<file path="src/sv/sbt_pkg.sv">
// Package: token kinds, lexer modes and shared request types of the tokenizer.
package sbt_pkg;

	typedef enum logic [3:0] {
		MODE_IDLE       = 4'd0,
		MODE_IDENT      = 4'd1,
		MODE_NUM_INT    = 4'd2,
		MODE_NUM_FRAC   = 4'd3,
		MODE_STRING     = 4'd4,
		MODE_PEND_MINUS = 4'd5,
		MODE_PEND_SLASH = 4'd6,
		MODE_COMMENT    = 4'd7,
		MODE_CMT_STAR   = 4'd8
	} lex_mode_t;

	localparam logic [4:0] KIND_EOF     = 5'd0;
	localparam logic [4:0] KIND_IDENT   = 5'd1;
	localparam logic [4:0] KIND_FN      = 5'd2;
	localparam logic [4:0] KIND_STRING  = 5'd8;
	localparam logic [4:0] KIND_NUMBER  = 5'd9;
	localparam logic [4:0] KIND_LBRACE  = 5'd10;
	localparam logic [4:0] KIND_RBRACE  = 5'd11;
	localparam logic [4:0] KIND_LPAREN  = 5'd12;
	localparam logic [4:0] KIND_RPAREN  = 5'd13;
	localparam logic [4:0] KIND_LBRACK  = 5'd14;
	localparam logic [4:0] KIND_RBRACK  = 5'd15;
	localparam logic [4:0] KIND_SEMI    = 5'd16;
	localparam logic [4:0] KIND_COLON   = 5'd17;
	localparam logic [4:0] KIND_DOT     = 5'd18;
	localparam logic [4:0] KIND_COMMA   = 5'd19;
	localparam logic [4:0] KIND_HASH    = 5'd20;
	localparam logic [4:0] KIND_PLUS    = 5'd21;
	localparam logic [4:0] KIND_MINUS   = 5'd22;
	localparam logic [4:0] KIND_MUL     = 5'd23;
	localparam logic [4:0] KIND_DIV     = 5'd24;
	localparam logic [4:0] KIND_ASSIGN  = 5'd25;
	localparam logic [4:0] KIND_ARROW   = 5'd26;
	localparam logic [4:0] KIND_UNKNOWN = 5'd27;

	localparam int NUM_KW = 6;
	localparam int KW_MAXLEN = 6;

	// Byte classes found by the front end.
	typedef struct packed {
		logic       is_eof;
		logic       is_blank;
		logic       is_newline;
		logic       is_alpha;
		logic       is_digit;
		logic       is_dot;
		logic       is_quote;
		logic       is_minus;
		logic       is_slash;
		logic       is_star;
		logic       is_gt;
		logic [4:0] single_kind;
	} byte_class_t;

	function automatic logic [7:0] kw_char(input int k, input int p);
		logic [7:0] c;
		c = 8'h00;
		case (k)
			0: case (p) 0: c = "f"; 1: c = "n"; default: c = 8'h00; endcase
			1: case (p) 0: c = "r"; 1: c = "e"; 2: c = "t"; 3: c = "u"; 4: c = "r";
				5: c = "n"; default: c = 8'h00; endcase
			2: case (p) 0: c = "s"; 1: c = "t"; 2: c = "r"; 3: c = "u"; 4: c = "c";
				5: c = "t"; default: c = 8'h00; endcase
			3: case (p) 0: c = "e"; 1: c = "n"; 2: c = "u"; 3: c = "m";
				default: c = 8'h00; endcase
			4: case (p) 0: c = "u"; 1: c = "3"; 2: c = "2"; default: c = 8'h00; endcase
			5: case (p) 0: c = "s"; 1: c = "3"; 2: c = "2"; default: c = 8'h00; endcase
			default: c = 8'h00;
		endcase
		return c;
	endfunction

	function automatic logic [2:0] kw_len(input int k);
		logic [2:0] l;
		case (k)
			0: l = 3'd2;
			1: l = 3'd6;
			2: l = 3'd6;
			3: l = 3'd4;
			default: l = 3'd3;
		endcase
		return l;
	endfunction

	function automatic byte_class_t classify(input logic [7:0] c);
		byte_class_t b;
		b = '0;
		b.is_eof     = (c == 8'h00);
		b.is_newline = (c == 8'h0A);
		b.is_blank   = (c == 8'h20) || (c == 8'h09) || (c == 8'h0D) || (c == 8'h0A);
		b.is_alpha   = (c >= "a" && c <= "z") || (c >= "A" && c <= "Z") || (c == "_");
		b.is_digit   = (c >= "0" && c <= "9");
		b.is_dot     = (c == ".");
		b.is_quote   = (c == 8'h22);
		b.is_minus   = (c == "-");
		b.is_slash   = (c == "/");
		b.is_star    = (c == "*");
		b.is_gt      = (c == ">");
		case (c)
			"{": b.single_kind = KIND_LBRACE;
			"}": b.single_kind = KIND_RBRACE;
			"(": b.single_kind = KIND_LPAREN;
			")": b.single_kind = KIND_RPAREN;
			"[": b.single_kind = KIND_LBRACK;
			"]": b.single_kind = KIND_RBRACK;
			";": b.single_kind = KIND_SEMI;
			":": b.single_kind = KIND_COLON;
			".": b.single_kind = KIND_DOT;
			",": b.single_kind = KIND_COMMA;
			"#": b.single_kind = KIND_HASH;
			"+": b.single_kind = KIND_PLUS;
			"*": b.single_kind = KIND_MUL;
			"=": b.single_kind = KIND_ASSIGN;
			default: b.single_kind = KIND_EOF;
		endcase
		return b;
	endfunction

endpackage

</file>
<file path="src/sv/sbt_front.sv">
// Front end: accept bytes, classify them and push requests into a short queue.
module sbt_front #(
	parameter int DEPTH = 4
) (
	input  logic                clk,
	input  logic                arst_n,
	input  logic                src_valid,
	output logic                src_stall,
	input  logic [7:0]          src_byte,
	output logic                req_valid,
	input  logic                req_take,
	output logic [7:0]          req_byte,
	output sbt_pkg::byte_class_t req_class
);
	import sbt_pkg::*;

	localparam int AW = $clog2(DEPTH);

	logic [7:0]  byte_mem [DEPTH];
	byte_class_t cls_mem  [DEPTH];
	logic [AW-1:0] wr_q, rd_q;
	logic [AW:0]   cnt_q;
	logic push, pop;

	assign src_stall = (cnt_q == (AW+1)'(DEPTH));
	assign push = src_valid && !src_stall;
	assign pop  = req_take && (cnt_q != '0);
	assign req_valid = (cnt_q != '0);
	assign req_byte  = byte_mem[rd_q];
	assign req_class = cls_mem[rd_q];

	always_ff @(posedge clk) begin
		if (push) begin
			byte_mem[wr_q] <= src_byte;
			cls_mem[wr_q]  <= classify(src_byte);
		end
	end

	always_ff @(posedge clk or negedge arst_n) begin
		if (!arst_n) begin
			wr_q  <= '0;
			rd_q  <= '0;
			cnt_q <= '0;
		end else begin
			if (push) wr_q <= AW'((32'(wr_q) + 1) % DEPTH);
			if (pop)  rd_q <= AW'((32'(rd_q) + 1) % DEPTH);
			cnt_q <= cnt_q + (AW+1)'(push) - (AW+1)'(pop);
		end
	end

	a_cnt_bound: assert property (@(posedge clk) disable iff (!arst_n)
		cnt_q <= (AW+1)'(DEPTH)) else $error("queue count overflow");
	a_no_push_full: assert property (@(posedge clk) disable iff (!arst_n)
		(cnt_q == (AW+1)'(DEPTH)) |-> !push) else $error("push into full queue");
	a_pop_nonempty: assert property (@(posedge clk) disable iff (!arst_n)
		pop |-> req_valid) else $error("pop from empty queue");

endmodule

</file>
<file path="src/sv/sbt_back.sv">
// Back end: lexer state machine, position counters and a four-entry result queue.
module sbt_back #(
	parameter int LW = 16,
	parameter int CW = 12,
	parameter int NW = 12,
	parameter int OW = 32
) (
	input  logic                 clk,
	input  logic                 arst_n,
	input  logic                 req_valid,
	output logic                 req_take,
	input  logic [7:0]           req_byte,
	input  sbt_pkg::byte_class_t req_class,
	output logic                 tok_valid,
	input  logic                 tok_stall,
	output logic [4:0]           token_kind,
	output logic [LW-1:0]        start_line,
	output logic [CW-1:0]        start_column,
	output logic [OW-1:0]        start_offset,
	output logic [NW-1:0]        text_length,
	output logic                 last_of_run
);
	import sbt_pkg::*;

	typedef struct packed {
		logic [4:0]    kind;
		logic [LW-1:0] line;
		logic [CW-1:0] col;
		logic [OW-1:0] off;
		logic [NW-1:0] len;
		logic          last;
	} tok_t;

	localparam int QD = 4;

	lex_mode_t     mode_q, mode_d;
	logic [LW-1:0] cur_line_q, tok_line_q, tok_line_d;
	logic [CW-1:0] cur_col_q, tok_col_q, tok_col_d;
	logic [OW-1:0] cur_off_q, tok_off_q, tok_off_d;
	logic [NW-1:0] tok_len_q, tok_len_d;
	logic [NUM_KW-1:0] kw_q, kw_d;

	tok_t q_mem [QD];
	logic [1:0] qw_q, qr_q;
	logic [2:0] qc_q;

	tok_t r0, r1;
	logic e0, e1, again, step;
	byte_class_t b;
	logic [7:0] c;
	logic [4:0] id_kind;
	logic [NW-1:0] len_inc;
	logic [OW-1:0] off_inc;

	assign b = req_class;
	assign c = req_byte;
	// Take a request only when two result slots are free.
	assign req_take = (qc_q <= 3'd2);
	assign step = req_valid && req_take;
	assign len_inc = (tok_len_q == '1) ? tok_len_q : tok_len_q + NW'(1);
	assign off_inc = (cur_off_q == '1) ? cur_off_q : cur_off_q + OW'(1);

	always_comb begin
		id_kind = KIND_IDENT;
		for (int k = NUM_KW - 1; k >= 0; k--) begin
			if (kw_q[k] && tok_len_q == NW'(kw_len(k))) id_kind = KIND_FN + 5'(k);
		end
	end

	function automatic tok_t mk(input logic [4:0] k, input logic [LW-1:0] l,
			input logic [CW-1:0] cc, input logic [OW-1:0] o, input logic [NW-1:0] n);
		tok_t t;
		t.kind = k; t.line = l; t.col = cc; t.off = o; t.len = n; t.last = 1'b0;
		return t;
	endfunction

	always_comb begin
		mode_d = mode_q;
		tok_line_d = tok_line_q;
		tok_col_d = tok_col_q;
		tok_off_d = tok_off_q;
		tok_len_d = tok_len_q;
		kw_d = kw_q;
		e0 = 1'b0;
		e1 = 1'b0;
		again = 1'b0;
		r0 = mk(KIND_EOF, tok_line_q, tok_col_q, tok_off_q, tok_len_q);
		r1 = mk(KIND_EOF, cur_line_q, cur_col_q, cur_off_q, NW'(1));
		case (mode_q)
			MODE_IDENT: begin
				if (b.is_alpha || b.is_digit) begin
					for (int k = 0; k < NUM_KW; k++) begin
						if (tok_len_q >= NW'(kw_len(k)) || tok_len_q >= NW'(KW_MAXLEN) ||
								kw_char(k, int'(tok_len_q[2:0])) != c)
							kw_d[k] = 1'b0;
					end
					tok_len_d = len_inc;
				end else begin
					e0 = 1'b1; r0.kind = id_kind; again = 1'b1;
				end
			end
			MODE_NUM_INT: begin
				if (b.is_digit) tok_len_d = len_inc;
				else if (b.is_dot) begin
					tok_len_d = len_inc; mode_d = MODE_NUM_FRAC;
				end else begin
					e0 = 1'b1; r0.kind = KIND_NUMBER; again = 1'b1;
				end
			end
			MODE_NUM_FRAC: begin
				if (b.is_digit) tok_len_d = len_inc;
				else begin
					e0 = 1'b1; r0.kind = KIND_NUMBER; again = 1'b1;
				end
			end
			MODE_STRING: begin
				if (b.is_eof) again = 1'b1;
				else if (b.is_quote) begin
					e0 = 1'b1; r0.kind = KIND_STRING; mode_d = MODE_IDLE;
				end else tok_len_d = len_inc;
			end
			MODE_PEND_MINUS: begin
				if (b.is_gt) begin
					e0 = 1'b1; r0.kind = KIND_ARROW; r0.len = NW'(2); mode_d = MODE_IDLE;
				end else begin
					e0 = 1'b1; r0.kind = KIND_MINUS; again = 1'b1;
				end
			end
			MODE_PEND_SLASH: begin
				if (b.is_star) mode_d = MODE_COMMENT;
				else begin
					e0 = 1'b1; r0.kind = KIND_DIV; again = 1'b1;
				end
			end
			MODE_COMMENT: begin
				if (b.is_eof) again = 1'b1;
				else if (b.is_star) mode_d = MODE_CMT_STAR;
			end
			MODE_CMT_STAR: begin
				if (b.is_eof) again = 1'b1;
				else if (b.is_slash) mode_d = MODE_IDLE;
				else if (!b.is_star) mode_d = MODE_COMMENT;
			end
			default: again = 1'b1;
		endcase

		if (again) begin
			mode_d = MODE_IDLE;
			if (b.is_eof) begin
				e1 = 1'b1; r1.kind = KIND_EOF; r1.len = '0;
			end else if (b.is_blank) begin
			end else if (b.single_kind != KIND_EOF) begin
				e1 = 1'b1; r1.kind = b.single_kind;
			end else if (b.is_minus || b.is_slash || b.is_digit || b.is_alpha || b.is_quote) begin
				tok_line_d = cur_line_q;
				tok_col_d = cur_col_q;
				tok_off_d = cur_off_q;
				tok_len_d = NW'(1);
				if (b.is_minus) mode_d = MODE_PEND_MINUS;
				else if (b.is_slash) mode_d = MODE_PEND_SLASH;
				else if (b.is_digit) mode_d = MODE_NUM_INT;
				else if (b.is_quote) begin
					tok_off_d = off_inc; tok_len_d = '0; mode_d = MODE_STRING;
				end else begin
					mode_d = MODE_IDENT;
					for (int k = 0; k < NUM_KW; k++) kw_d[k] = (kw_char(k, 0) == c);
				end
			end else begin
				e1 = 1'b1; r1.kind = KIND_UNKNOWN;
			end
		end
		if (e1) r1.last = 1'b1;
		else r0.last = 1'b1;
	end

	always_ff @(posedge clk or negedge arst_n) begin
		if (!arst_n) begin
			mode_q <= MODE_IDLE;
			cur_line_q <= '0; cur_col_q <= '0; cur_off_q <= '0;
			tok_line_q <= '0; tok_col_q <= '0; tok_off_q <= '0; tok_len_q <= '0;
			kw_q <= '1;
		end else if (step) begin
			if (b.is_eof) begin
				// End of stream: return to reset values.
				mode_q <= MODE_IDLE;
				cur_line_q <= '0; cur_col_q <= '0; cur_off_q <= '0;
				tok_line_q <= '0; tok_col_q <= '0; tok_off_q <= '0; tok_len_q <= '0;
				kw_q <= '1;
			end else begin
				mode_q <= mode_d;
				tok_line_q <= tok_line_d; tok_col_q <= tok_col_d;
				tok_off_q <= tok_off_d; tok_len_q <= tok_len_d;
				kw_q <= kw_d;
				cur_off_q <= off_inc;
				if (b.is_newline) begin
					cur_line_q <= (cur_line_q == '1) ? cur_line_q : cur_line_q + LW'(1);
					cur_col_q <= '0;
				end else begin
					cur_col_q <= (cur_col_q == '1) ? cur_col_q : cur_col_q + CW'(1);
				end
			end
		end
	end

	// Result queue: up to two pushes per request, one pop per cycle while tok_stall is low.
	logic do_pop;
	logic [1:0] npush;
	assign tok_valid = (qc_q != '0);
	assign do_pop = tok_valid && !tok_stall;
	assign npush = step ? (2'(e0) + 2'(e1)) : 2'd0;
	assign {token_kind, start_line, start_column, start_offset, text_length, last_of_run}
		= q_mem[qr_q];

	always_ff @(posedge clk) begin
		if (step && e0) q_mem[qw_q] <= r0;
		if (step && e1) q_mem[qw_q + 2'(e0)] <= r1;
	end

	always_ff @(posedge clk or negedge arst_n) begin
		if (!arst_n) begin
			qw_q <= '0; qr_q <= '0; qc_q <= '0;
		end else begin
			qw_q <= qw_q + npush;
			if (do_pop) qr_q <= qr_q + 2'd1;
			qc_q <= qc_q + 3'(npush) - 3'(do_pop);
		end
	end

	a_q_bound: assert property (@(posedge clk) disable iff (!arst_n)
		qc_q <= 3'd4) else $error("result queue overflow");
	a_eof_resets: assert property (@(posedge clk) disable iff (!arst_n)
		(step && b.is_eof) |=> (mode_q == MODE_IDLE && cur_off_q == '0))
		else $error("state not cleared after end of stream");
	a_eof_emits: assert property (@(posedge clk) disable iff (!arst_n)
		(step && b.is_eof) |-> e1) else $error("end of stream without eof token");

endmodule

</file>
<file path="src/sv/source_byte_tokenizer.sv">
// Top level of the streaming source byte tokenizer.
// Usage:
//  - Input channel src_valid / src_stall / src_byte: one source byte per request.
//    A zero byte ends the stream; the lexer then returns to its reset state, so a
//    new stream may follow at once.
//  - Output channel tok_valid / tok_stall with token fields: one token per request.
//    A byte yields zero, one or two tokens; last_of_run marks the final one.
//  - Throughput: one byte per cycle while results drain; the back end lexer
//    handles one byte per cycle while the result queue has two free slots, and the
//    two-token worst case is absorbed by a four-entry result queue, so a sustained
//    stream of double-token bytes is limited by the single output port.
//  - Order: an accepted byte is first registered in the front queue; the lexer
//    takes it from there when the result queue has room, and its tokens are
//    registered in the result queue before they are shown on the output.
//  - Reset (arst_n low) empties both queues and clears line, column, offset and
//    the pending token.
//  - When tok_stall is high, results hold in the queue; once it holds more than
//    two tokens, the lexer stops taking requests, then the front queue fills and
//    src_stall rises.
module source_byte_tokenizer #(
	parameter int LINE_WIDTH   = 16,
	parameter int COLUMN_WIDTH = 12,
	parameter int LENGTH_WIDTH = 12,
	parameter int OFFSET_WIDTH = 32
) (
	input  logic                    clk,
	input  logic                    arst_n,
	input  logic                    src_valid,
	output logic                    src_stall,
	input  logic [7:0]              src_byte,
	output logic                    tok_valid,
	input  logic                    tok_stall,
	output logic [4:0]              token_kind,
	output logic [LINE_WIDTH-1:0]   start_line,
	output logic [COLUMN_WIDTH-1:0] start_column,
	output logic [OFFSET_WIDTH-1:0] start_offset,
	output logic [LENGTH_WIDTH-1:0] text_length,
	output logic                    last_of_run
);
	import sbt_pkg::*;

	logic        req_valid, req_take;
	logic [7:0]  req_byte;
	byte_class_t req_class;

	// Front: hold accepted bytes with their class in a short queue.
	sbt_front #(.DEPTH(4)) u_front (
		.clk, .arst_n, .src_valid, .src_stall, .src_byte,
		.req_valid, .req_take, .req_byte, .req_class
	);

	// Back: advance the lexer and queue the tokens.
	sbt_back #(
		.LW(LINE_WIDTH), .CW(COLUMN_WIDTH), .NW(LENGTH_WIDTH), .OW(OFFSET_WIDTH)
	) u_back (
		.clk, .arst_n, .req_valid, .req_take, .req_byte, .req_class,
		.tok_valid, .tok_stall, .token_kind, .start_line, .start_column,
		.start_offset, .text_length, .last_of_run
	);

endmodule
</file>
<file path="config.mk">
export PLATFORM = sky130hd
export DESIGN_NAME = source_byte_tokenizer
export DESIGN_NICKNAME = d
export VERILOG_FILES = /design/src/sv/sbt_pkg.sv /design/src/sv/sbt_front.sv /design/src/sv/sbt_back.sv /design/src/sv/source_byte_tokenizer.sv
export SDC_FILE = /design/constraint.sdc
export NUM_CORES = 1
export LEC_CHECK = 0
export BUFFER_PORTS_ARGS = -buffer_cell sky130_fd_sc_hd__buf_2
export CORE_MARGIN = 1.5
export CORE_UTILIZATION = 25
export CTS_BUF_LIST = sky130_fd_sc_hd__clkbuf_8
export CTS_CLUSTER_DIAMETER = 80
export DETAILED_ROUTE_END_ITERATION = 10
export PLACE_DENSITY = 0.44
export SYNTH_ARGS = -nofsm -noshare
export SYNTH_HDL_FRONTEND = slang
export SYNTH_SLANG_ARGS = --single-unit
</file>
<file path="constraint.sdc">
create_clock -name clk -period 5.5 [get_ports clk]
set_input_delay 0.55 -clock clk [delete_from_list [all_inputs] [get_ports clk]]
set_output_delay 0.55 -clock clk [all_outputs]
set_load 0.005 [all_outputs]
</file>
==> metrics <==
gr busiest metal met2; met3 Track Usage GR 2.413%; Die Ht 339.9 um; initial antenna violation count 2; 1st-iter DRT viols 1731; CTS root buf clkbuf_8; Lkg Pwr 11.64 nW; vias per cell 4.844; Worst-Skew Late Latency 730 ps; pwr dens 463.3 nW/um^2; Fill cells 11616; status completed; CTS tree built; EDFF count, synth 364; Final Wtd Congestion 0.7818; Synth area leaders edfxtp_1, dfrtp_1, nand2_1, mux4_2, o21ai_0; TNS Setup 0 ps; # DRC 0; Total Power 0.01508 W; Synth cell types 80; first-pass GRT wire length 133.9 mm; final worst slack 905.3 ps; Post CTS Setup Buffer Count 0; Core Footprint 112500 um^2; worst slew margin relative to its limit 26.88%; via count 20713; max_cap viols 0; reg-to-reg slack, setup 910 ps; Startpoint Class flop; measured slew at the worst slew-check pin 1097 ps; vias in the first global route 20964; post-synthesis sequential area ratio 55.42%; CP required 5960 ps; Syn. warnings 0; total track usage 14.97%; routed length per placed instance 20.35 um; Num Clock Sinks 564; Max clock buf depth 3; top-count cell post-synth nand2_1; mapped cell area 28370 um^2; Synth async-reset ratio 27.66%; TritonCTS Buffers 100; CP Class flop to flop; Place WS 907.0 ps; layout cell share with drive strength beyond 1 16.01%; Buf/Inv on CP 2; Final Hold Viols 0; Die Width 339.9 um; Detailed Route WL 87.02 mm; Synth area leader edfxtp_1; most instantiated cells after synthesis nand2_1, edfxtp_1, o21ai_0, nand3_1, clkbuf_1; largest net degree at the start of global routing 144; Placed Cells 4084; total gr overflow 0; Crit Path Max Fanout 39; Avg Cell Area, Syn 10.61 um^2; DR pass1 iterations 5; slowest stage delay, CP 760 ps; final slew viol count 0; area delta synth->final 14.72%; Clock H-tree levels 3; CP cell instances mux4_2 -> a221o_1 -> nor4b_4 -> or4b_1 -> ha_1 -> xor2_1 -> nand3_1 -> or3_2 -> buf_4 -> buf_4 -> nand3_1 -> o21ai_1; CP delay by family, top simple AND/OR/NAND/NOR gates; Tmin final 4595 ps; hold_buf cts 1; CTS resizes 0; post-synth top area share 38.53%; FF/Latch Area 15730 um^2; multi-input logic area 11660 um^2; Reg clk slew, reported paths 70 ps; fin crit share 83.54%; crit end category flop; cell count after synthesis 2674; RSZ-0062 raised after global routing false; Fmax 0.2176 GHz; WP data arrival 5060 ps; starting density of the core 25.22%; Yosys reg bits 564; CP max stage cell dfrtp_2; Global Route met1 Usage 20.89%; clk_skew 36.96 ps; post-route ant nets 0; met2 usage 24.00%; Nets 2721; dpl hpwl 51.80 mm; worst ir drop on vdd 0.3122 mV; IO Count 92; Die Area 115500 um^2; Site Rows 123; ys flop type edfxtp_1; final count of negative-setup-slack endpoints 0; Worst Hold Class primary input to flop; syn_nets 2708; Port Buffers 91; fin cells 4276
[tightest hold or removal path, stage by stage]
cell and delay (ps):
buf_2 80, nor2b_1 80, xor2_1 130
[placed cells by master, fill, tap and decap left out, types with 16 or more instances in the layout]
| cell type | instances |
|---|---|
| nand4_1 | 31 |
| buf_4 | 48 |
| ha_1 | 20 |
| nand3_1 | 176 |
| inv_1 | 49 |
| clkinv_2 | 16 |
| clkbuf_8 | 108 |
| clkinv_1 | 29 |
| o31ai_1 | 27 |
| dfrtp_1 | 147 |
| nand2_1 | 672 |
| mux4_2 | 101 |
| xor2_1 | 42 |
| or3_1 | 18 |
| nor2_1 | 92 |
| buf_2 | 90 |
| o21ai_0 | 197 |
| xnor2_1 | 42 |
| a21oi_1 | 71 |
| a22o_1 | 65 |
| dfxtp_1 | 44 |
| and2_1 | 18 |
| edfxtp_1 | 364 |
| a31oi_1 | 16 |
| nor3_1 | 34 |
[worst paths after layout]
kind,startpoint,end,depth (start not counted)
min in group asynchronous,arst_n,u_back.tok_off_q[13]$_DFFE_PN0P_,2
setup reg to reg,u_front.rd_q[0]$_DFFE_PN0P_,u_back.q_mem[3][32]$_DFFE_PP_,12
max in group asynchronous,arst_n,u_back.tok_line_q[15]$_DFFE_PN0P_,3
hold reg to reg,u_back.q_mem[3][7]$_SDFFE_PP0P_,u_back.q_mem[3][7]$_SDFFE_PP0P_,2
hold / removal,tok_stall,u_back.qr_q[0]$_DFFE_PN0P_,3
setup / recovery,u_front.rd_q[0]$_DFFE_PN0P_,u_back.q_mem[3][32]$_DFFE_PP_,12
[per-stage QoR]
| step | hold WS [ps] | cell area [um^2] | utilization, % |
|---|---|---|---|
| 6_report | 162.7 | 32550 | 28.93 |
| 2_1_floorplan | 254.4 | 28370 | - |
| 3_5_place_dp | 444.4 | 30490 | 27.10 |
| 5_1_grt | 119.7 | 32550 | 28.93 |
| 3_3_place_gp | 442.2 | 30490 | 27.10 |
| 4_1_cts | 88.68 | 32540 | 28.93 |
[area by class of cell]
| type | instances | share of cell area, % |
|---|---|---|
| Tap cell | 1500 | 5.766 |
| Multi-Input combinational cell | 1840 | 35.82 |
| Inverter | 26 | 0.2998 |
| Sequential cell | 564 | 48.33 |
| Antenna cell | 2 | 0.01538 |
| Clock buffer | 108 | 4.567 |
| Timing Repair Buffer | 155 | 3.479 |
| Clock inverter | 81 | 1.722 |
[state kept, by name (all words and copies together) (netlist names), 4 cells and up]
name               count
u_back.cur_off_q      32
u_back.tok_len_q      12
u_back.tok_col_q      12
u_front.cls_mem       64
u_back.tok_off_q      32
u_back.kw_q            6
u_back.tok_line_q     16
u_back.mode_q          4
u_back.q_mem         312
u_front.byte_mem      32
u_back.cur_col_q      12
u_back.cur_line_q     16
[cell families (layout without fill, tap and decap cells)]
| kind of cell | count (synthesis) | after routing | share of synthesized area, % |
|---|---|---|---|
| compound gates | 471 | 471 | 10.46 |
| xor+xnor | 84 | 84 | 2.593 |
| fa+ha+maj | 22 | 22 | 1.023 |
| buf+inv | 270 | 370 | 3.885 |
| flops | 564 | 564 | 55.42 |
| mux | 121 | 121 | 8.749 |
| other cells | 0 | 2 | 0 |
| simple gates | 1142 | 1142 | 17.87 |
[layer usage]
layer  wire length, um  vias to the layer above
met4              1640                        0
li1                  -                     9703
met3              4422                      124
met1             40350                    10339
met2             40610                      547
met5                 0                        -
[where the power goes]
part	switching (W)	total [W]	internal (W)
Clock	0.00185	0.00404	0.00219
Combinational	0.00332	0.00511	0.00180
Sequential	0.000503	0.00592	0.00542
Note: power is estimated with default switching activity, not from simulation.
